## src/kmd_pkg.sv

```systemverilog
`timescale 1ns / 1ps
// ----------------------------------------------------------------------------
// kmd_pkg
// Shared types, constants and helper functions of the key manager dispatcher.
// ----------------------------------------------------------------------------
package kmd_pkg;

   localparam int MAX_MANAGERS_DEF = 8;
   localparam int DATA_W = 32;
   localparam int CNT_W = 4;
   localparam int SUM_W = 13;
   localparam int ITER_W = 4;
   localparam int ADDR_W = 4;

   localparam logic [ITER_W-1:0] FP_ITERS = 4'd4;
   localparam logic [ITER_W-1:0] RR_ITERS = 4'd8;

   localparam logic [1:0] MODE_FP = 2'd0;
   localparam logic [1:0] MODE_RR = 2'd1;
   localparam logic [1:0] MODE_TUNE = 2'd2;

   localparam logic [1:0] REG_MODE = 2'd0;
   localparam logic [1:0] REG_COUNT = 2'd1;
   localparam logic [1:0] REG_THRESH = 2'd2;

   typedef struct packed {
      logic [63:0] fp_word0;
      logic [63:0] fp_word1;
      logic [63:0] fp_word2;
      logic [63:0] fp_word3;
   } req_data_type;

   typedef struct packed {
      logic [2:0] manager_index;
      logic       rebalanced;
   } rsp_data_type;

   typedef struct packed {
      logic                start;
      logic [DATA_W-1:0]   dividend;
      logic [CNT_W-1:0]    divisor;
      logic [ITER_W-1:0]   iters;
   } rem_req_type;

   typedef struct packed {
      logic             done;
      logic [CNT_W-1:0] remainder;
   } rem_sts_type;

   function automatic logic [10:0] word_byte_sum(input logic [63:0] word);
      logic [10:0] acc;
      acc = '0;
      for (int b = 0; b < 8; b++) begin
         acc = acc + 11'(word[8*b +: 8]);
      end
      return acc;
   endfunction

   function automatic logic [CNT_W-1:0] rem_step(input logic [CNT_W-1:0] r,
                                                 input logic bit_in,
                                                 input logic [CNT_W-1:0] d);
      logic [CNT_W:0] t;
      t = {r, bit_in};
      if (t >= {1'b0, d}) begin
         return CNT_W'(t - {1'b0, d});
      end
      return CNT_W'(t);
   endfunction

endpackage

```

## src/kmd_rem_unit.sv

```systemverilog
`timescale 1ns / 1ps
// ----------------------------------------------------------------------------
// kmd_rem_unit
// Iterative remainder unit, four restoring steps per cycle on a small divisor.
// ----------------------------------------------------------------------------
module kmd_rem_unit (
   input  logic                 clock,
   input  logic                 reset,
   input  kmd_pkg::rem_req_type rem_req,
   output kmd_pkg::rem_sts_type rem_sts
);

   logic                         busy_ff, busy_in;
   logic                         done_ff, done_in;
   logic [kmd_pkg::ITER_W-1:0]   iter_ff, iter_in;
   logic [kmd_pkg::CNT_W-1:0]    rem_ff, rem_in;
   logic [kmd_pkg::CNT_W-1:0]    div_ff, div_in;
   logic [kmd_pkg::DATA_W-1:0]   shift_ff, shift_in;
   logic [kmd_pkg::CNT_W-1:0]    step_rem;

   always_comb begin
      step_rem = rem_ff;
      for (int k = 0; k < 4; k++) begin
         step_rem = kmd_pkg::rem_step(step_rem, shift_ff[kmd_pkg::DATA_W-1-k], div_ff);
      end
   end

   always_comb begin
      busy_in = busy_ff;
      done_in = 1'b0;
      iter_in = iter_ff;
      rem_in = rem_ff;
      div_in = div_ff;
      shift_in = shift_ff;
      if (rem_req.start) begin
         busy_in = 1'b1;
         iter_in = rem_req.iters;
         rem_in = '0;
         div_in = rem_req.divisor;
         shift_in = rem_req.dividend;
      end else if (busy_ff) begin
         rem_in = step_rem;
         shift_in = {shift_ff[kmd_pkg::DATA_W-5:0], 4'b0000};
         iter_in = iter_ff - 4'd1;
         if (iter_ff == 4'd1) begin
            busy_in = 1'b0;
            done_in = 1'b1;
         end
      end
   end

   always_ff @(posedge clock) begin
      if (reset) begin
         busy_ff <= 1'b0;
         done_ff <= 1'b0;
         iter_ff <= '0;
      end else begin
         busy_ff <= busy_in;
         done_ff <= done_in;
         iter_ff <= iter_in;
      end
      rem_ff <= rem_in;
      div_ff <= div_in;
      shift_ff <= shift_in;
   end

   assign rem_sts.done = done_ff;
   assign rem_sts.remainder = rem_ff;

endmodule

```

## src/kmd_load_mem.sv

```systemverilog
`timescale 1ns / 1ps
// ----------------------------------------------------------------------------
// kmd_load_mem
// Load counter memory with one read and one write port and per-entry valid
// bits, so that entries never written read as zero after reset.
// ----------------------------------------------------------------------------
module kmd_load_mem #(
   parameter int DEPTH = kmd_pkg::MAX_MANAGERS_DEF,
   parameter int IDX_W = 3
) (
   input  logic                       clock,
   input  logic                       reset,
   input  logic                       rd_en,
   input  logic [IDX_W-1:0]           rd_addr,
   output logic [kmd_pkg::DATA_W-1:0] rd_data,
   input  logic                       wr_en,
   input  logic [IDX_W-1:0]           wr_addr,
   input  logic [kmd_pkg::DATA_W-1:0] wr_data
);

   logic [kmd_pkg::DATA_W-1:0] mem [DEPTH];
   logic [DEPTH-1:0]           valid_ff;
   logic [kmd_pkg::DATA_W-1:0] rd_q_ff;
   logic                       rd_valid_ff;

   always_ff @(posedge clock) begin
      if (wr_en) begin
         mem[wr_addr] <= wr_data;
      end
      if (rd_en) begin
         rd_q_ff <= mem[rd_addr];
      end
   end

   always_ff @(posedge clock) begin
      if (reset) begin
         valid_ff <= '0;
         rd_valid_ff <= 1'b0;
      end else begin
         if (wr_en) begin
            valid_ff[wr_addr] <= 1'b1;
         end
         if (rd_en) begin
            rd_valid_ff <= valid_ff[rd_addr];
         end
      end
   end

   assign rd_data = rd_valid_ff ? rd_q_ff : '0;

endmodule

```

## src/key_manager_dispatch_top.sv

```systemverilog
`timescale 1ns / 1ps
// ----------------------------------------------------------------------------
// key_manager_dispatch_top
// Picks a key manager for each 32-byte chunk fingerprint and counts the
// assignments per manager.
// ----------------------------------------------------------------------------
// The request channel carries one fingerprint per transfer; the response
// channel returns the chosen manager index and the rebalanced flag, one
// response transfer per request transfer, in order.
// The user must write registers over the APB port only while the block is
// idle; the block does not enforce this. A fingerprint is summed one 64-bit
// word per cycle, and the remainder modulo the manager count comes from a
// shared iterative unit that retires four dividend bits per cycle. In tunable
// mode the counters are then scanned one per cycle through the counter
// memory's read port.
// The block takes one item at a time; req_ready is high only while idle.
// The result sits in an output register, so a new request is taken while the
// previous response waits; a stalled receiver holds the next item back only
// when its result is ready to leave.
// Reset clears all load counters, the item count and the threshold, selects
// fingerprint mode, one manager; block is ready in the first cycle after reset.
// ----------------------------------------------------------------------------
module key_manager_dispatch_top #(
   parameter int MAX_MANAGERS = kmd_pkg::MAX_MANAGERS_DEF
) (
   input  logic                          clock,
   input  logic                          reset,
   input  logic                          req_valid,
   output logic                          req_ready,
   input  kmd_pkg::req_data_type         req_data,
   output logic                          rsp_valid,
   input  logic                          rsp_ready,
   output kmd_pkg::rsp_data_type         rsp_data,
   input  logic                          psel,
   input  logic                          penable,
   input  logic                          pwrite,
   input  logic [kmd_pkg::ADDR_W-1:0]    paddr,
   input  logic [31:0]                   pwdata,
   output logic [31:0]                   prdata,
   output logic                          pready
);

   localparam int IDX_W = (MAX_MANAGERS > 1) ? $clog2(MAX_MANAGERS) : 1;

   typedef enum logic [7:0] {
      S_IDLE   = 8'b0000_0001,
      S_SUM    = 8'b0000_0010,
      S_DIV    = 8'b0000_0100,
      S_SCAN   = 8'b0000_1000,
      S_DECIDE = 8'b0001_0000,
      S_PICK   = 8'b0010_0000,
      S_INC    = 8'b0100_0000,
      S_OUT    = 8'b1000_0000
   } state_type;

   state_type                    state_ff, state_in;
   logic [1:0]                   scheme_mode_ff, scheme_mode_in;
   logic [kmd_pkg::CNT_W-1:0]    manager_count_ff, manager_count_in;
   logic [31:0]                  threshold_ff, threshold_in;
   logic                         cfg_write;
   logic [1:0]                   reg_idx;

   kmd_pkg::req_data_type        item_ff, item_in;
   logic [1:0]                   word_idx_ff, word_idx_in;
   logic [kmd_pkg::SUM_W-1:0]    sum_ff, sum_in;
   logic [63:0]                  cur_word;
   logic                         start_ff, start_in;
   logic [kmd_pkg::CNT_W-1:0]    n_val;

   logic [kmd_pkg::CNT_W-1:0]    scan_issue_ff, scan_issue_in;
   logic                         cmp_valid_ff, cmp_valid_in;
   logic [kmd_pkg::CNT_W-1:0]    cmp_idx_ff, cmp_idx_in;
   logic [31:0]                  lo_ff, lo_in;
   logic [31:0]                  hi_ff, hi_in;
   logic [kmd_pkg::CNT_W-1:0]    lo_idx_ff, lo_idx_in;

   logic [IDX_W-1:0]             pick_ff, pick_in;
   logic                         rebal_ff, rebal_in;
   logic [31:0]                  items_seen_ff, items_seen_in;
   logic [31:0]                  pick_ext;

   logic                         rsp_valid_ff, rsp_valid_in;
   kmd_pkg::rsp_data_type        rsp_data_ff, rsp_data_in;
   logic                         out_load;
   logic                         req_accept;

   kmd_pkg::rem_req_type         rem_req;
   kmd_pkg::rem_sts_type         rem_sts;

   logic                         mem_re;
   logic [IDX_W-1:0]             mem_raddr;
   logic [31:0]                  mem_rdata;
   logic                         mem_we;
   logic [IDX_W-1:0]             mem_waddr;
   logic [31:0]                  mem_wdata;
   logic                         scan_re;

   // Configuration registers.
   assign pready = 1'b1;
   assign cfg_write = psel && penable && pwrite && pready;
   assign reg_idx = paddr[3:2];

   always_comb begin
      scheme_mode_in = scheme_mode_ff;
      manager_count_in = manager_count_ff;
      threshold_in = threshold_ff;
      if (cfg_write) begin
         case (reg_idx)
            kmd_pkg::REG_MODE: begin
               scheme_mode_in = pwdata[1:0];
            end
            kmd_pkg::REG_COUNT: begin
               manager_count_in = pwdata[kmd_pkg::CNT_W-1:0];
            end
            kmd_pkg::REG_THRESH: begin
               threshold_in = pwdata;
            end
            default: begin
            end
         endcase
      end
   end

   always_comb begin
      case (reg_idx)
         kmd_pkg::REG_MODE:   prdata = {30'd0, scheme_mode_ff};
         kmd_pkg::REG_COUNT:  prdata = {28'd0, manager_count_ff};
         kmd_pkg::REG_THRESH: prdata = threshold_ff;
         default:             prdata = '0;
      endcase
   end

   always_comb begin
      if (manager_count_ff == '0) begin
         n_val = 4'd1;
      end else if (32'(manager_count_ff) > MAX_MANAGERS) begin
         n_val = kmd_pkg::CNT_W'(MAX_MANAGERS);
      end else begin
         n_val = manager_count_ff;
      end
   end

   // Shared remainder unit and counter memory.
   assign rem_req.start = start_ff;
   assign rem_req.dividend = (scheme_mode_ff == kmd_pkg::MODE_RR) ? items_seen_ff
                                                                   : {3'd0, sum_ff, 16'd0};
   assign rem_req.divisor = n_val;
   assign rem_req.iters = (scheme_mode_ff == kmd_pkg::MODE_RR) ? kmd_pkg::RR_ITERS
                                                               : kmd_pkg::FP_ITERS;

   kmd_rem_unit u_rem (
      .clock   (clock),
      .reset   (reset),
      .rem_req (rem_req),
      .rem_sts (rem_sts)
   );

   assign scan_re = (state_ff == S_SCAN) && (scan_issue_ff < n_val);
   assign mem_re = scan_re || (state_ff == S_PICK);
   assign mem_raddr = (state_ff == S_PICK) ? pick_ff : IDX_W'(scan_issue_ff);
   assign mem_we = (state_ff == S_INC);
   assign mem_waddr = pick_ff;
   assign mem_wdata = mem_rdata + 32'd1;

   kmd_load_mem #(
      .DEPTH (MAX_MANAGERS),
      .IDX_W (IDX_W)
   ) u_mem (
      .clock   (clock),
      .reset   (reset),
      .rd_en   (mem_re),
      .rd_addr (mem_raddr),
      .rd_data (mem_rdata),
      .wr_en   (mem_we),
      .wr_addr (mem_waddr),
      .wr_data (mem_wdata)
   );

   // Sequencer.
   assign req_ready = (state_ff == S_IDLE);
   assign req_accept = req_valid && req_ready;
   assign out_load = (state_ff == S_OUT) && (!rsp_valid_ff || rsp_ready);
   assign pick_ext = 32'(pick_ff);

   always_comb begin
      case (word_idx_ff)
         2'd0:    cur_word = item_ff.fp_word0;
         2'd1:    cur_word = item_ff.fp_word1;
         2'd2:    cur_word = item_ff.fp_word2;
         default: cur_word = item_ff.fp_word3;
      endcase
   end

   always_comb begin
      state_in = state_ff;
      item_in = item_ff;
      word_idx_in = word_idx_ff;
      sum_in = sum_ff;
      start_in = 1'b0;
      scan_issue_in = scan_issue_ff;
      cmp_valid_in = scan_re;
      cmp_idx_in = scan_issue_ff;
      lo_in = lo_ff;
      hi_in = hi_ff;
      lo_idx_in = lo_idx_ff;
      pick_in = pick_ff;
      rebal_in = rebal_ff;
      items_seen_in = items_seen_ff;
      rsp_data_in = rsp_data_ff;
      rsp_valid_in = rsp_valid_ff && !rsp_ready;

      case (state_ff)
         S_IDLE: begin
            if (req_accept) begin
               item_in = req_data;
               word_idx_in = '0;
               sum_in = '0;
               state_in = S_SUM;
            end
         end
         S_SUM: begin
            sum_in = sum_ff + kmd_pkg::SUM_W'(kmd_pkg::word_byte_sum(cur_word));
            word_idx_in = word_idx_ff + 2'd1;
            if (word_idx_ff == 2'd3) begin
               start_in = 1'b1;
               state_in = S_DIV;
            end
         end
         S_DIV: begin
            if (rem_sts.done) begin
               pick_in = IDX_W'(rem_sts.remainder);
               rebal_in = 1'b0;
               scan_issue_in = '0;
               if (scheme_mode_ff == kmd_pkg::MODE_TUNE) begin
                  state_in = S_SCAN;
               end else begin
                  state_in = S_PICK;
               end
            end
         end
         S_SCAN: begin
            if (scan_re) begin
               scan_issue_in = scan_issue_ff + 4'd1;
            end
            if (cmp_valid_ff) begin
               if (cmp_idx_ff == '0) begin
                  lo_in = mem_rdata;
                  hi_in = mem_rdata;
                  lo_idx_in = '0;
               end else begin
                  if (mem_rdata < lo_ff) begin
                     lo_in = mem_rdata;
                     lo_idx_in = cmp_idx_ff;
                  end
                  if (mem_rdata > hi_ff) begin
                     hi_in = mem_rdata;
                  end
               end
               if (cmp_idx_ff == n_val - 4'd1) begin
                  state_in = S_DECIDE;
               end
            end
         end
         S_DECIDE: begin
            if (hi_ff - lo_ff > threshold_ff) begin
               pick_in = IDX_W'(lo_idx_ff);
               rebal_in = 1'b1;
            end
            state_in = S_PICK;
         end
         S_PICK: begin
            state_in = S_INC;
         end
         S_INC: begin
            items_seen_in = items_seen_ff + 32'd1;
            state_in = S_OUT;
         end
         S_OUT: begin
            if (out_load) begin
               rsp_data_in.manager_index = pick_ext[2:0];
               rsp_data_in.rebalanced = rebal_ff;
               rsp_valid_in = 1'b1;
               state_in = S_IDLE;
            end
         end
         default: begin
            state_in = S_IDLE;
         end
      endcase
   end

   always_ff @(posedge clock) begin
      if (reset) begin
         state_ff <= S_IDLE;
         scheme_mode_ff <= kmd_pkg::MODE_FP;
         manager_count_ff <= 4'd1;
         threshold_ff <= '0;
         start_ff <= 1'b0;
         cmp_valid_ff <= 1'b0;
         items_seen_ff <= '0;
         rsp_valid_ff <= 1'b0;
      end else begin
         state_ff <= state_in;
         scheme_mode_ff <= scheme_mode_in;
         manager_count_ff <= manager_count_in;
         threshold_ff <= threshold_in;
         start_ff <= start_in;
         cmp_valid_ff <= cmp_valid_in;
         items_seen_ff <= items_seen_in;
         rsp_valid_ff <= rsp_valid_in;
      end
      item_ff <= item_in;
      word_idx_ff <= word_idx_in;
      sum_ff <= sum_in;
      scan_issue_ff <= scan_issue_in;
      cmp_idx_ff <= cmp_idx_in;
      lo_ff <= lo_in;
      hi_ff <= hi_in;
      lo_idx_ff <= lo_idx_in;
      pick_ff <= pick_in;
      rebal_ff <= rebal_in;
      rsp_data_ff <= rsp_data_in;
   end

   assign rsp_valid = rsp_valid_ff;
   assign rsp_data = rsp_data_ff;

`ifndef SYNTHESIS
   a_rem_done_in_div: assert property (@(posedge clock) disable iff (reset)
      rem_sts.done |-> state_ff == S_DIV)
      else $error("remainder unit finished outside the divide state");

   a_items_seen_step: assert property (@(posedge clock) disable iff (reset)
      mem_we |=> items_seen_ff == $past(items_seen_ff) + 32'd1)
      else $error("item count did not advance with a counter update");

   a_pick_in_range: assert property (@(posedge clock) disable iff (reset)
      out_load |-> 32'(pick_ff) < 32'(n_val))
      else $error("chosen manager is outside the managers in use");

   a_rebal_tunable: assert property (@(posedge clock) disable iff (reset)
      out_load && rebal_ff |-> scheme_mode_ff == kmd_pkg::MODE_TUNE)
      else $error("rebalanced flag raised outside tunable mode");
`endif

endmodule

```

## config.mk

```make
export PLATFORM = sky130hd
export DESIGN_NAME = key_manager_dispatch_top
export DESIGN_NICKNAME = d
export VERILOG_FILES = /design/src/kmd_pkg.sv /design/src/kmd_rem_unit.sv /design/src/kmd_load_mem.sv /design/src/key_manager_dispatch_top.sv
export SDC_FILE = /design/constraint.sdc
export NUM_CORES = 1
export LEC_CHECK = 0
export CORE_ASPECT_RATIO = 0.9
export CORE_UTILIZATION = 25
export DETAILED_ROUTE_END_ITERATION = 10
export DONT_BUFFER_PORTS = 1
export SYNTH_ARGS = -nofsm -noshare
export SYNTH_HDL_FRONTEND = slang
export SYNTH_SLANG_ARGS = --single-unit
```

## constraint.sdc

```tcl
create_clock -name clock -period 8.5 [get_ports clock]
set_input_delay 0.425 -clock clock [delete_from_list [all_inputs] [get_ports clock]]
set_output_delay 0.425 -clock clock [all_outputs]
set_load 0.01 [all_outputs]
```

; ---- After elaboration in Yosys (flattened, before gate mapping)
; Memories as Yosys holds them, arrays and structs flattened. A register that Yosys moved wholly into a read port is not among the register bits.
; Index checks and enable logic that the tools add are counted.
[totals]
reg_bits = 490
ramBits = 256
out_inout_bits = 39
wordCells = 188
mem_count = 1
[op_classes]
n_addsub = 19
magnitude_cmp = 12
n_eq_ne = 25
mux = 63
bitwise = 3
n_reduce_logical = 34
[memory_table]
columns = name, depth, width, read_ports, rd_ports_with_merged_regs, wr, line_no
row1 = u_mem.mem, 8, 32, 1, 1, 1, kmd_load_mem.sv:21  ; logic [kmd_pkg::DATA_W-1:0] mem [DEPTH];
[ops]
columns = op, n
row1 = 32-bit 2-to-1 mux, 8
row2 = 64-bit case mux with 3 select lines, 1
row3 = 32-bit case mux with 3 select lines, 1
row4 = 32-bit by 1-bit adder with 32-bit output (second input constant), 2
row5 = 32-bit > comparator, 2
row6 = 8-bit case mux with 8 select lines, 1
row7 = 4-bit 2-to-1 mux, 15
row8 = 8-bit 2-to-1 mux, 6
row9 = 11-bit by 8-bit adder with 11-bit output, 4
row10 = 32-bit less-than comparator, 1
row11 = 32-bit subtractor, 1
row12 = 13-bit case mux with 2 select lines, 1
row13 = 5-bit by 4-bit >= comparator with 1-bit output, 4
row14 = 1-bit 2-to-1 mux, 17
row15 = 4-bit subtractor, 4
row16 = 13-bit by 11-bit adder with 13-bit output, 1
row17 = 13-bit 2-to-1 mux, 1
row18 = 3-bit 2-to-1 mux, 4
row19 = 2-bit AND reduction, 6
row20 = 3-bit AND reduction, 4
row21 = 2-bit nonzero test, 6
row22 = 10-bit by 8-bit adder with 11-bit output, 1
row23 = 9-bit by 8-bit adder with 10-bit output, 1
row24 = 2-bit != test (second input constant), 5
row25 = 39 further kinds, 59

; ---- Depth between registers and ports, before layout
; Gate-level depths: netlist (run 1).
[depth]
word_depth = 12
mapped_depth = 32

; ---- By module
; Synthesis (run 1) repeated with hierarchy kept, for this count alone.
[hier_totals]
cells_unflattened = 2683
area_unflattened_um2 = 36741.5
[by_module_without_submodules]
columns = mod, instances, cells_per_inst, area_per_inst_um2, seq_area_each_um2
row1 = key_manager_dispatch_top, 1, 1964, 22628.0, 12211.7
row2 = kmd_load_mem, 1, 478, 11295.8, 8828.5
row3 = kmd_rem_unit, 1, 241, 2817.7, 1281.2

; ---- Worst setup path before layout (run 1)
; Ideal clock, no wire load.
[synth_path]
kind = register to register
start = register state_ff[1]
end = register sum_ff[0] (netlist name) (enable)
arrival_ns = 7.999
slack_ns = 0.127
stages_incl_launch_ff = 7
path_buffers = 1
synth_period_minus_slack_ns = 8.373
path_cell_list = dfxtp_1 nor4_4 and2_1 and3b_1 clkbuf_1 and2_1 nand2b_1
[synth_between]
elab_chain_len = 4
[synth_lines]
columns = item, line_no
row1 = from (decl), key_manager_dispatch_top.sv:56  ; state_type state_ff, state_in;
row2 = from (signal assigned), key_manager_dispatch_top.sv:303  ; state_ff <= state_in;
row3 = 8-bit by 1-bit == test with 1-bit output *, key_manager_dispatch_top.sv:180  ; assign req_ready = (state_ff == S_IDLE);
row4 = net req_ready, key_manager_dispatch_top.sv:29  ; output logic req_ready,
row5 = 1-bit logical AND, key_manager_dispatch_top.sv:181  ; assign req_accept = req_valid && req_ready;
row6 = 2-bit by 1-bit != test with 1-bit output (no line), n/a
row7 = 2-bit AND reduction (no line) *, n/a
row8 = to (signal assigned), key_manager_dispatch_top.sv:314  ; sum_ff <= sum_in;
row9 = to (decl), key_manager_dispatch_top.sv:65  ; logic [kmd_pkg::SUM_W-1:0] sum_ff, sum_in;
; The timed path passes the listed nets; every way through them passes the cells marked *.
; A chain may end at the register's enable or synchronous reset.

; ---- Worst setup path in the final report (run 1)
[layout_path]
start = register u_rem.div_ff[1] (netlist name)
end = register u_rem.rem_ff[1] (netlist name)
[layout_between]
elab_chain_len = 12
[layout_lines]
columns = item, line_no
row1 = from (decl), kmd_rem_unit.sv:17  ; logic [kmd_pkg::CNT_W-1:0] div_ff, div_in;
row2 = from (signal assigned), kmd_rem_unit.sv:63  ; div_ff <= div_in;
row3 = 4-bit subtractor or 5-bit by 4-bit >= comparator with 1-bit output (tied branches), "kmd_pkg.sv:65, kmd_pkg.sv:64"
row4 = 4-bit 2-to-1 mux or 1-bit 2-to-1 mux (tied branches), kmd_pkg.sv:64  ; if (t >= {1'b0, d}) begin
row5 = 4-bit 2-to-1 mux, kmd_pkg.sv:67  ; return CNT_W'(t);
row6 = 4-bit subtractor or 5-bit by 4-bit >= comparator with 1-bit output (tied branches), "kmd_pkg.sv:65, kmd_pkg.sv:64"
row7 = 4-bit 2-to-1 mux or 1-bit 2-to-1 mux (tied branches), kmd_pkg.sv:64
row8 = 4-bit 2-to-1 mux, kmd_pkg.sv:67
row9 = 5-bit by 4-bit >= comparator with 1-bit output or 4-bit subtractor (tied branches), "kmd_pkg.sv:64, kmd_pkg.sv:65"
row10 = 1-bit 2-to-1 mux or 4-bit 2-to-1 mux (tied branches), kmd_pkg.sv:64
row11 = 4-bit 2-to-1 mux, kmd_pkg.sv:67
row12 = 4-bit subtractor or 5-bit by 4-bit >= comparator with 1-bit output (tied branches), "kmd_pkg.sv:65, kmd_pkg.sv:64"
row13 = 4-bit 2-to-1 mux or 1-bit 2-to-1 mux (tied branches), kmd_pkg.sv:64
row14 = 4-bit 2-to-1 mux *, kmd_pkg.sv:67
row15 = to (signal assigned), kmd_rem_unit.sv:62  ; rem_ff <= rem_in;
row16 = to (decl), kmd_rem_unit.sv:16  ; logic [kmd_pkg::CNT_W-1:0] rem_ff, rem_in;
; Every way passes the cells marked *; elsewhere a longest branch is shown, timed or not. The select of a mux whose other input is x is not followed.

==> results by group, run 1 <==
STA
  • Setup violators final: 0
  • Final WS setup: around 1.7 ns
  • RSZ-0062 raised after global routing: false
  • Max Clock Skew: approximately 0.058 ns
  • Max Clk Rate: between 0.1 and 0.15 GHz
  • Hold Violations, Final: 0
  • Period utilization: 0.804
  • Slew @ Worst Pin: 1.06 ns
  • Fin. max-slew vios: 0
  • Fin Hold WS: 0.0983 ns
  • Relative slew slack: 0.295
  • Final Critical Period: between 6 and 7 ns
  • Setup TNS after final layout: 0 ns

Floorplan
  • Row count: 131
  • Starting Density: 0.253
  • Die height: 363 um
  • Core ar.: roughly 140000 sq um
  • Die area: approximately 150000 sq um
  • Die W: about 400 um
  • I/O pins: 338

Synth
  • Async SR Flop Fraction: 0
  • Ys Warns: 0
  • Synth Area per Inst: roughly 13 sq um
  • Synth top area cells: edfxtp_1, ha_1, dfxtp_1
  • #FFs+latches synth: just under 800
  • Main flop type after synthesis: edfxtp_1
  • Register area share after synthesis: 0.618
  • Post-synthesis cell count: roughly 2700
  • Synthesized area: around 36000 sq um
  • Synth Net Count: roughly 3200
  • Synth area leader: edfxtp_1
  • Post-synth top area share: 0.560
  • Number of synthesized flops with an enable pin: roughly 670
  • Yosys cell types: 74

Worst setup path
  • Critical path peak fanout: 7
  • Crit path DAT: ~7.4 ns
  • Crit end category: flop
  • Top Family by Delay on Critical Path: compound AO/OA/AOI/OAI gates
  • Path type of the worst setup path: flop to flop
  • CP bufs+invs: 2
  • WP depth: 27
  • Crit path largest cell delay: about 0.46 ns
  • Crit path required time: between 9 and 10 ns
  • CP Launch Type: flop
  • Worst r2r path cells: 27
  • Cell with the largest stage delay on the worst path: nor3b_1

Outcome
  • Failing checks: DRC
  • Status: finished with violations

Drt
  • Vias/cell: between 4 and 5
  • Remaining DRCs: 5
  • DR pass1 iterations: 11
  • Post-Route WL: between 90000 and 100000 um
  • DR WL/cell: roughly 19 um
  • Antenna viol nets, final: 0
  • Vias: ~23000
  • Initial drt markers: approximately 2300

Power
  • Cell Pwr Density: about 410 nW/um^2
  • Max VDD drop: ~1500 uV
  • Pwr Total: ~18 mW
  • Leakage: 15.8 nW

Global routing
  • Vias in the first global route: 22800
  • Initial antenna violation count: 19
  • Global route total overflow: 0
  • First-pass GRT wire length: between 100000 and 150000 um
  • Largest net degree at the start of global routing: 96
  • All-Layer GR Usage: 0.124

Clock network
  • TritonCTS clock tree: built
  • CTS root buf: clkbuf_16
  • Clock-pin slew on the worst setup and hold paths: roughly 0.06 ns
  • CTS H-Tree Depth: 3
  • CTS Buffer Depth: 3
  • Skew-Pair Late Insertion Delay: just under 0.7 ns
  • Clock sink total: approximately 780
  • Total CTS buffers: 84

Min path
  • Hold depth: 3
  • Worst hold path class: input pin to flop

Place
  • GPL Wtd Cong: between 0.8 and 0.9
  • Cell Area, Placed: roughly 38000 sq um
  • Dpl ws: 1.67 ns
  • Detail Placement HPWL: 60600 um
  • Placed Instances: between 4000 and 5000
  • Port Buffers: 0

Final layout
  • Fin cells: 4938
  • Final Util: 0.310
  • Finished Cell Area: 44200 sq um
  • Area grow syn2layout: 22.4%
  • Share of cells above drive strength 1: 0.0953
  • Nets: approximately 3500

Job
  • Max-cap violations: 0
==> cell families (layout without fill, tap and decap cells) <==
kind of cell | after synthesis | after routing | share of synthesized area
and+or+nand+nor | 672 | 672 | 0.0907
DFF | 778 | 778 | 0.618
xor gates and xnor gates | 103 | 103 | 0.0250
buffers and inverters | 318 | 684 | 0.0335
other | 1 | 23 | 0.000104
muxes | 110 | 110 | 0.0537
adders and majority gates | 232 | 232 | 0.0928
AOI/OAI and AO/OA | 474 | 474 | 0.0866
==> area by class of cell <==
| class | count | area (sq um) |
|---|---|---|
| fill | 14000 | 98400 |
| sequential | 778 | 22300 |
| multi-input combinational | 1592 | 12700 |
| timing repair buffer | 323 | 3220 |
| tap | 1862 | 2330 |
| clock buffer | 100 | 2200 |
| inverter | 205 | 771 |
| clock inverter | 56 | 584 |
| antenna | 22 | 55.1 |
==> routing by layer <==
layer / vias up / GRT usage / wire [um]
li1: 10600 / - / -
met1: 11400 / 0.165 / 40200
met2: 770 / 0.201 / 44200
met3: 181 / 0.0238 / 5920
met4: 0 / 0.0455 / 2860
met5: - / 0 / 0
==> cells in the final DEF (no fill, tap or decap), drive strengths merged, types with 32 or more instances in the layout <==
| master | n |
|---|---|
| a21o | 39 |
| a21oi | 155 |
| a222oi | 64 |
| and2 | 75 |
| buf | 33 |
| clkbuf | 100 |
| clkinv | 41 |
| dfxtp | 104 |
| dlygate4sd3 | 290 |
| edfxtp | 674 |
| fa | 60 |
| ha | 172 |
| inv | 207 |
| mux2 | 32 |
| mux4 | 64 |
| nand2 | 192 |
| nand3 | 55 |
| nand4 | 32 |
| nor2 | 173 |
| o21ai | 111 |
| xnor2 | 56 |
| xor2 | 47 |
==> Yosys cell counts, drive strengths merged (4+ instances only) <==
cell / n
a2111oi: 8
a211o: 4
a211oi: 17
a21boi: 4
a21o: 39
a21oi: 155
a222oi: 64
a31oi: 14
and2: 75
and3: 21
and4: 7
buf: 19
clkbuf: 94
dfxtp: 104
edfxtp: 674
fa: 60
ha: 172
inv: 205
mux2: 32
mux2i: 14
mux4: 64
nand2: 192
nand2b: 12
nand3: 55
nand3b: 7
nand4: 32
nor2: 173
nor2b: 21
nor3: 29
nor3b: 8
nor4: 11
o21a: 10
o21ai: 111
o21bai: 5
o311ai: 6
or2: 5
or3: 12
xnor2: 56
xor2: 47
==> worst paths after layout <==
| kind | slack (ns) | start | end |
|---|---|---|---|
| max | 1.67 | u_rem.div_ff[1] | u_rem.rem_ff[1] |
| max reg2reg | 1.67 | u_rem.div_ff[1] | u_rem.rem_ff[1] |
| min reg2reg | 0.45 | rebal_ff | rsp_data[0] |
| min | 0.1 | paddr[3] | manager_count_ff[2] |
==> power breakdown <==
group	internal, mW	leakage, nW	switching, mW
logic	4.20	7.47	5.25
clock network	2.09	1.34	1.60
registers	4.67	6.97	0.196
total	11.0	15.8	7.04
==> flip-flops by register name (all words and copies together) (netlist names), 8 cells and up <==
register        count
item_ff           256
sum_ff             13
lo_ff              32
items_seen_ff      32
hi_ff              32
threshold_ff       32
u_mem.mem         256
u_rem.shift_ff     32
state_ff            8
u_mem.valid_ff      8
u_mem.rd_q_ff      32
==> worst reg2reg max path, stage by stage, from the launching register on <==
cell and delay, ns:
edfxtp_1 0.44, inv_1 0.21, ha_1 0.34, nand2b_1 0.07, a21oi_1 0.41, nor4_1 0.12
a311oi_1 0.45, inv_1 0.09, ha_1 0.37, nor3_1 0.07, a211oi_1 0.41, or2_2 0.25
nor2_1 0.05, a21oi_1 0.14, ha_1 0.28, nor3_1 0.18, a211o_1 0.18, nor3b_1 0.46
a21oi_1 0.21, a21oi_1 0.34, ha_1 0.31, o21ai_0 0.09, nand2b_1 0.08, a21o_1 0.18
a21o_1 0.18, a211oi_2 0.40, nor2_1 0.10, a311o_1 0.32
==> what timing repair did <==
| item | in CTS | in global routing |
|---|---|---|
| endpoints found under the setup margin | 0 | 0 |
| setup buffers | 0 | 0 |
| hold buffers | 291 | 0 |
| gates resized for setup | 0 | 0 |
| endpoints found under the hold margin | 352 | 0 |
Note: power is estimated with default switching activity, not from simulation.
==> inputs of run 2 (changes only) <==
--- a/config.mk
+++ b/config.mk
@@ -5,6 +5,7 @@
 export SDC_FILE = /design/constraint.sdc
 export NUM_CORES = 1
 export LEC_CHECK = 0
+export ABC_AREA = 1
 export CORE_ASPECT_RATIO = 0.9
 export CORE_UTILIZATION = 25
 export DETAILED_ROUTE_END_ITERATION = 10
==> constraint.sdc (replaced) <==
create_clock -name clock -period 6.7 [get_ports clock]
set_input_delay 0.335 -clock clock [delete_from_list [all_inputs] [get_ports clock]]
set_output_delay 0.335 -clock clock [all_outputs]
set_load 0.01 [all_outputs]
==> results by group, run 2 <==
Drt
  • Remaining DRCs: 0 (was 5)
  • Vias/cell: 4.53 (was 4.66)
  • Antenna viol nets, final: 0 (unchanged)
  • DR pass1 iterations: 7 (was 11)
  • Vias: 25800 (was 23000)
  • Post-Route WL: 94700 um (was 93200 um)
  • DR WL/cell: 16.6 um (was 18.9 um)
  • Initial drt markers: 1861 (was 2343)

Floorplan
  • Row count: 133 (was 131)
  • Die area: 149000 sq um (was 146000 sq um)
  • Core ar.: 146000 sq um (was 143000 sq um)
  • Die W: 406 um (was 403 um)
  • Starting Density: 0.252 (was 0.253)
  • Die height: 366 um (was 363 um)
  • I/O pins: 338 (unchanged)

Synth
  • Post-Synth Adder-Cell Area: 0.0911 (was 0.0928)
  • Async SR Flop Fraction: 0 (unchanged)
  • Largest family of logic cells by synthesized area: simple AND/OR/NAND/NOR gates (was adder cells)
  • Ys Warns: 0 (unchanged)
  • Commonest cells post-synth: edfxtp_1, nand2_1, inv_1 (was edfxtp_1, inv_1, nand2_1)
  • #FFs+latches synth: 778 (unchanged)
  • Post-synthesis xor/xnor area fraction: 0.0198 (was 0.0250)
  • Compound-cell area share of the yosys netlist: 0.106 (was 0.0866)
  • Synthesized area: 36800 sq um (was 36100 sq um)
  • Post-synthesis cell count: 3347 (was 2688)
  • Register area share after synthesis: 0.607 (was 0.618)
  • Synth top area cells: edfxtp_1, ha_1, dfxtp_1 (unchanged)
  • Yosys cell types: 61 (was 74)
  • Most frequent cell after synthesis: edfxtp_1 (unchanged)
  • Post-synthesis mux area share: 0 (was 0.0537)
  • Post-synth top area share: 0.550 (was 0.560)
  • Post-synthesis simple-gate area fraction: 0.124 (was 0.0907)
  • Synth area leader: edfxtp_1 (unchanged)
  • Synth Area per Inst: 11.0 sq um (was 13.4 sq um)
  • Main flop type after synthesis: edfxtp_1 (unchanged)
  • Number of synthesized flops with an enable pin: 674 (unchanged)
  • Synth Net Count: 3878 (was 3219)

Place
  • Detail Placement HPWL: 61000 um (was 60600 um)
  • Cell Area, Placed: 39200 sq um (was 38500 sq um)
  • Placed Instances: 5228 (was 4469)
  • Port Buffers: 0 (unchanged)
  • GPL Wtd Cong: 0.868 (was 0.845)

Clock network
  • CTS root buf: clkbuf_16 (unchanged)
  • TritonCTS clock tree: built (unchanged)
  • Total CTS buffers: 81 (was 84)
  • Post-CTS Setup Inserts: 0 (unchanged)
  • CTS Buffer Depth: 3 (unchanged)
  • CTS H-Tree Depth: 3 (unchanged)
  • Clock-pin slew on the worst setup and hold paths: 0.06 ns (about the same)
  • Skew-Pair Late Insertion Delay: 0.67 ns (was 0.68 ns)
  • Clock sink total: 778 (unchanged)

Job
  • Max-cap violations: 0 (unchanged)

Worst setup path
  • Critical path peak fanout: 6 (was 7)
  • FF-to-FF setup slack: 0.75 ns (was 1.67 ns)
  • Crit path required time: 7.26 ns (was 9.05 ns)
  • Crit path DAT: 6.51 ns (was 7.38 ns)
  • CP bufs+invs: 5 (was 2)
  • Crit path largest cell delay: 0.50 ns (was 0.46 ns)
  • Crit end category: flop (unchanged)
  • Most used cell, CP: nand2_1
  • Path type of the worst setup path: flop to flop (unchanged)
  • Top Family by Delay on Critical Path: simple AND/OR/NAND/NOR gates (was compound AO/OA/AOI/OAI gates)
  • CP Launch Type: flop (unchanged)
  • Cell with the largest stage delay on the worst path: edfxtp_1 (was nor3b_1)

STA
  • Relative slew slack: 0.293 (was 0.295)
  • Hold Violations, Final: 0 (unchanged)
  • Final Critical Period: 5.95 ns (was 6.83 ns)
  • RSZ-0062 raised after global routing: false (unchanged)
  • Fin. max-slew vios: 0 (unchanged)
  • Setup violators final: 0 (unchanged)
  • Slew @ Worst Pin: 1.06 ns (about the same)
  • Max Clk Rate: 0.168 GHz (was 0.146 GHz)
  • Period utilization: 0.888 (was 0.804)
  • Setup TNS after final layout: 0 ns (unchanged)
  • Max Clock Skew: 0.0359 ns (was 0.0576 ns)

Global routing
  • Global route total overflow: 0 (unchanged)
  • First-pass GRT wire length: 144000 um (was 139000 um)
  • Largest net degree at the start of global routing: 171 (was 96)
  • Vias in the first global route: 25700 (was 22800)
  • Initial antenna violation count: 10 (was 19)
  • All-Layer GR Usage: 0.124 (about the same)

Final layout
  • Share of cells above drive strength 1: 0.0640 (was 0.0953)
  • Fin cells: 5687 (was 4938)
  • Most frequent cells in the layout: edfxtp_1, nand2_1, inv_1 (was edfxtp_1, dlygate4sd3_1, inv_1)
  • Final Util: 0.308 (was 0.310)
  • Most common cell after layout, fill and taps aside: edfxtp_1 (unchanged)
  • Area grow syn2layout: 22.3% (was 22.4%)
  • Nets: 4185 (was 3515)
  • Top Registers: item_ff: 256 flops, u_mem.mem: 256 flops (unchanged)
  • Finished Cell Area: 45000 sq um (was 44200 sq um)

Power
  • Max VDD drop: 1930 uV (was 1450 uV)
  • Pwr Total: 24.4 mW (was 18.0 mW)
  • Cell Pwr Density: 541 nW/um^2 (was 407 nW/um^2)
  • Leakage: 17.4 nW (was 15.8 nW)

Outcome
  • Status: completed (was finished with violations)

Min path
  • Worst hold path class: input pin to flop (unchanged)
## run 2: cell types whose count changed in the layout (fill, tap and decap cells not counted), sizes merged, moves of 64 or more
| cell | before | now |
|---|---|---|
| a222oi | 64 | 0 |
| and2 | 75 | 0 |
| inv | 207 | 362 |
| mux4 | 64 | 0 |
| nand2 | 192 | 545 |
| nor2 | 173 | 363 |
| o21ai | 111 | 244 |
| o22ai | 1 | 103 |
## run 2: kinds of logic after synthesis
family                   count (synthesis)
AND/OR/NAND/NOR                       1088
flip-flops                             778
AO/OA/AOI/OAI                          682
buffers and inverters                  483
adder cells (fa/ha/maj)                232
XOR/XNOR                                83
other                                    1
## run 2: path summary, 6_finish.rpt
kind,depth (start not counted),endpoint,from
worst max register to register,37,u_rem.rem_ff[1],u_rem.div_ff[1]
worst max-delay path,37,u_rem.rem_ff[1],u_rem.div_ff[1]
worst min register to register,0,rsp_data[0],rebal_ff
worst min-delay path,4,threshold_ff[0],pwrite
## run 2: metal layers
layer,part of all wire,vias up,global-route usage
met1,0.43,12300,0.159
li1,-,12300,-
met2,0.46,908,0.199
met3,0.079,177,0.0339
met4,0.029,4,0.0412
met5,0.00022,-,0
## run 2: what timing repair did
| action | CTS | global route |
|---|---|---|
| resized for setup | 0 | 3 |
| hold endpoints to repair | 339 | 0 |
| hold buffers | 300 | 0 |
| setup endpoints to repair | 0 | 3 |
## run 2: area by class of cell
| class | count | area (sq um) |
|---|---|---|
| multi-input cells | 2086 | 12700 |
| flip-flops and latches | 778 | 22300 |
| repair buffers | 344 | 3420 |
| well taps | 1957 | 2450 |
| clock buffers | 93 | 2160 |
| fillers | 14700 | 101000 |
| inverters | 363 | 1370 |
| clock inverters | 56 | 558 |
| diodes | 10 | 25.0 |
## run 2: report_power, final
part | total [mW] | internal [mW] | switching [mW]
Combinational | 13.5 | 5.12 | 8.40
Sequential | 6.21 | 6.00 | 0.212
Clock | 4.63 | 2.64 | 1.99
Total | 24.4 | 13.8 | 10.6
## run 2: metrics by stage
step                      hold WS, ns  worst slack (ns)
after floorplan                 0.394              1.36
after global placement          0.412             0.742
after detailed placement        0.412             0.735
after CTS                      0.0151             0.695
after global routing            0.105            0.0522
final                           0.111             0.748
## run 2: tightest hold or removal path: cells and delay by family
family / cells / cell delay, ns
simple gates: 3 / 0.24
compound gates: 1 / 0.15
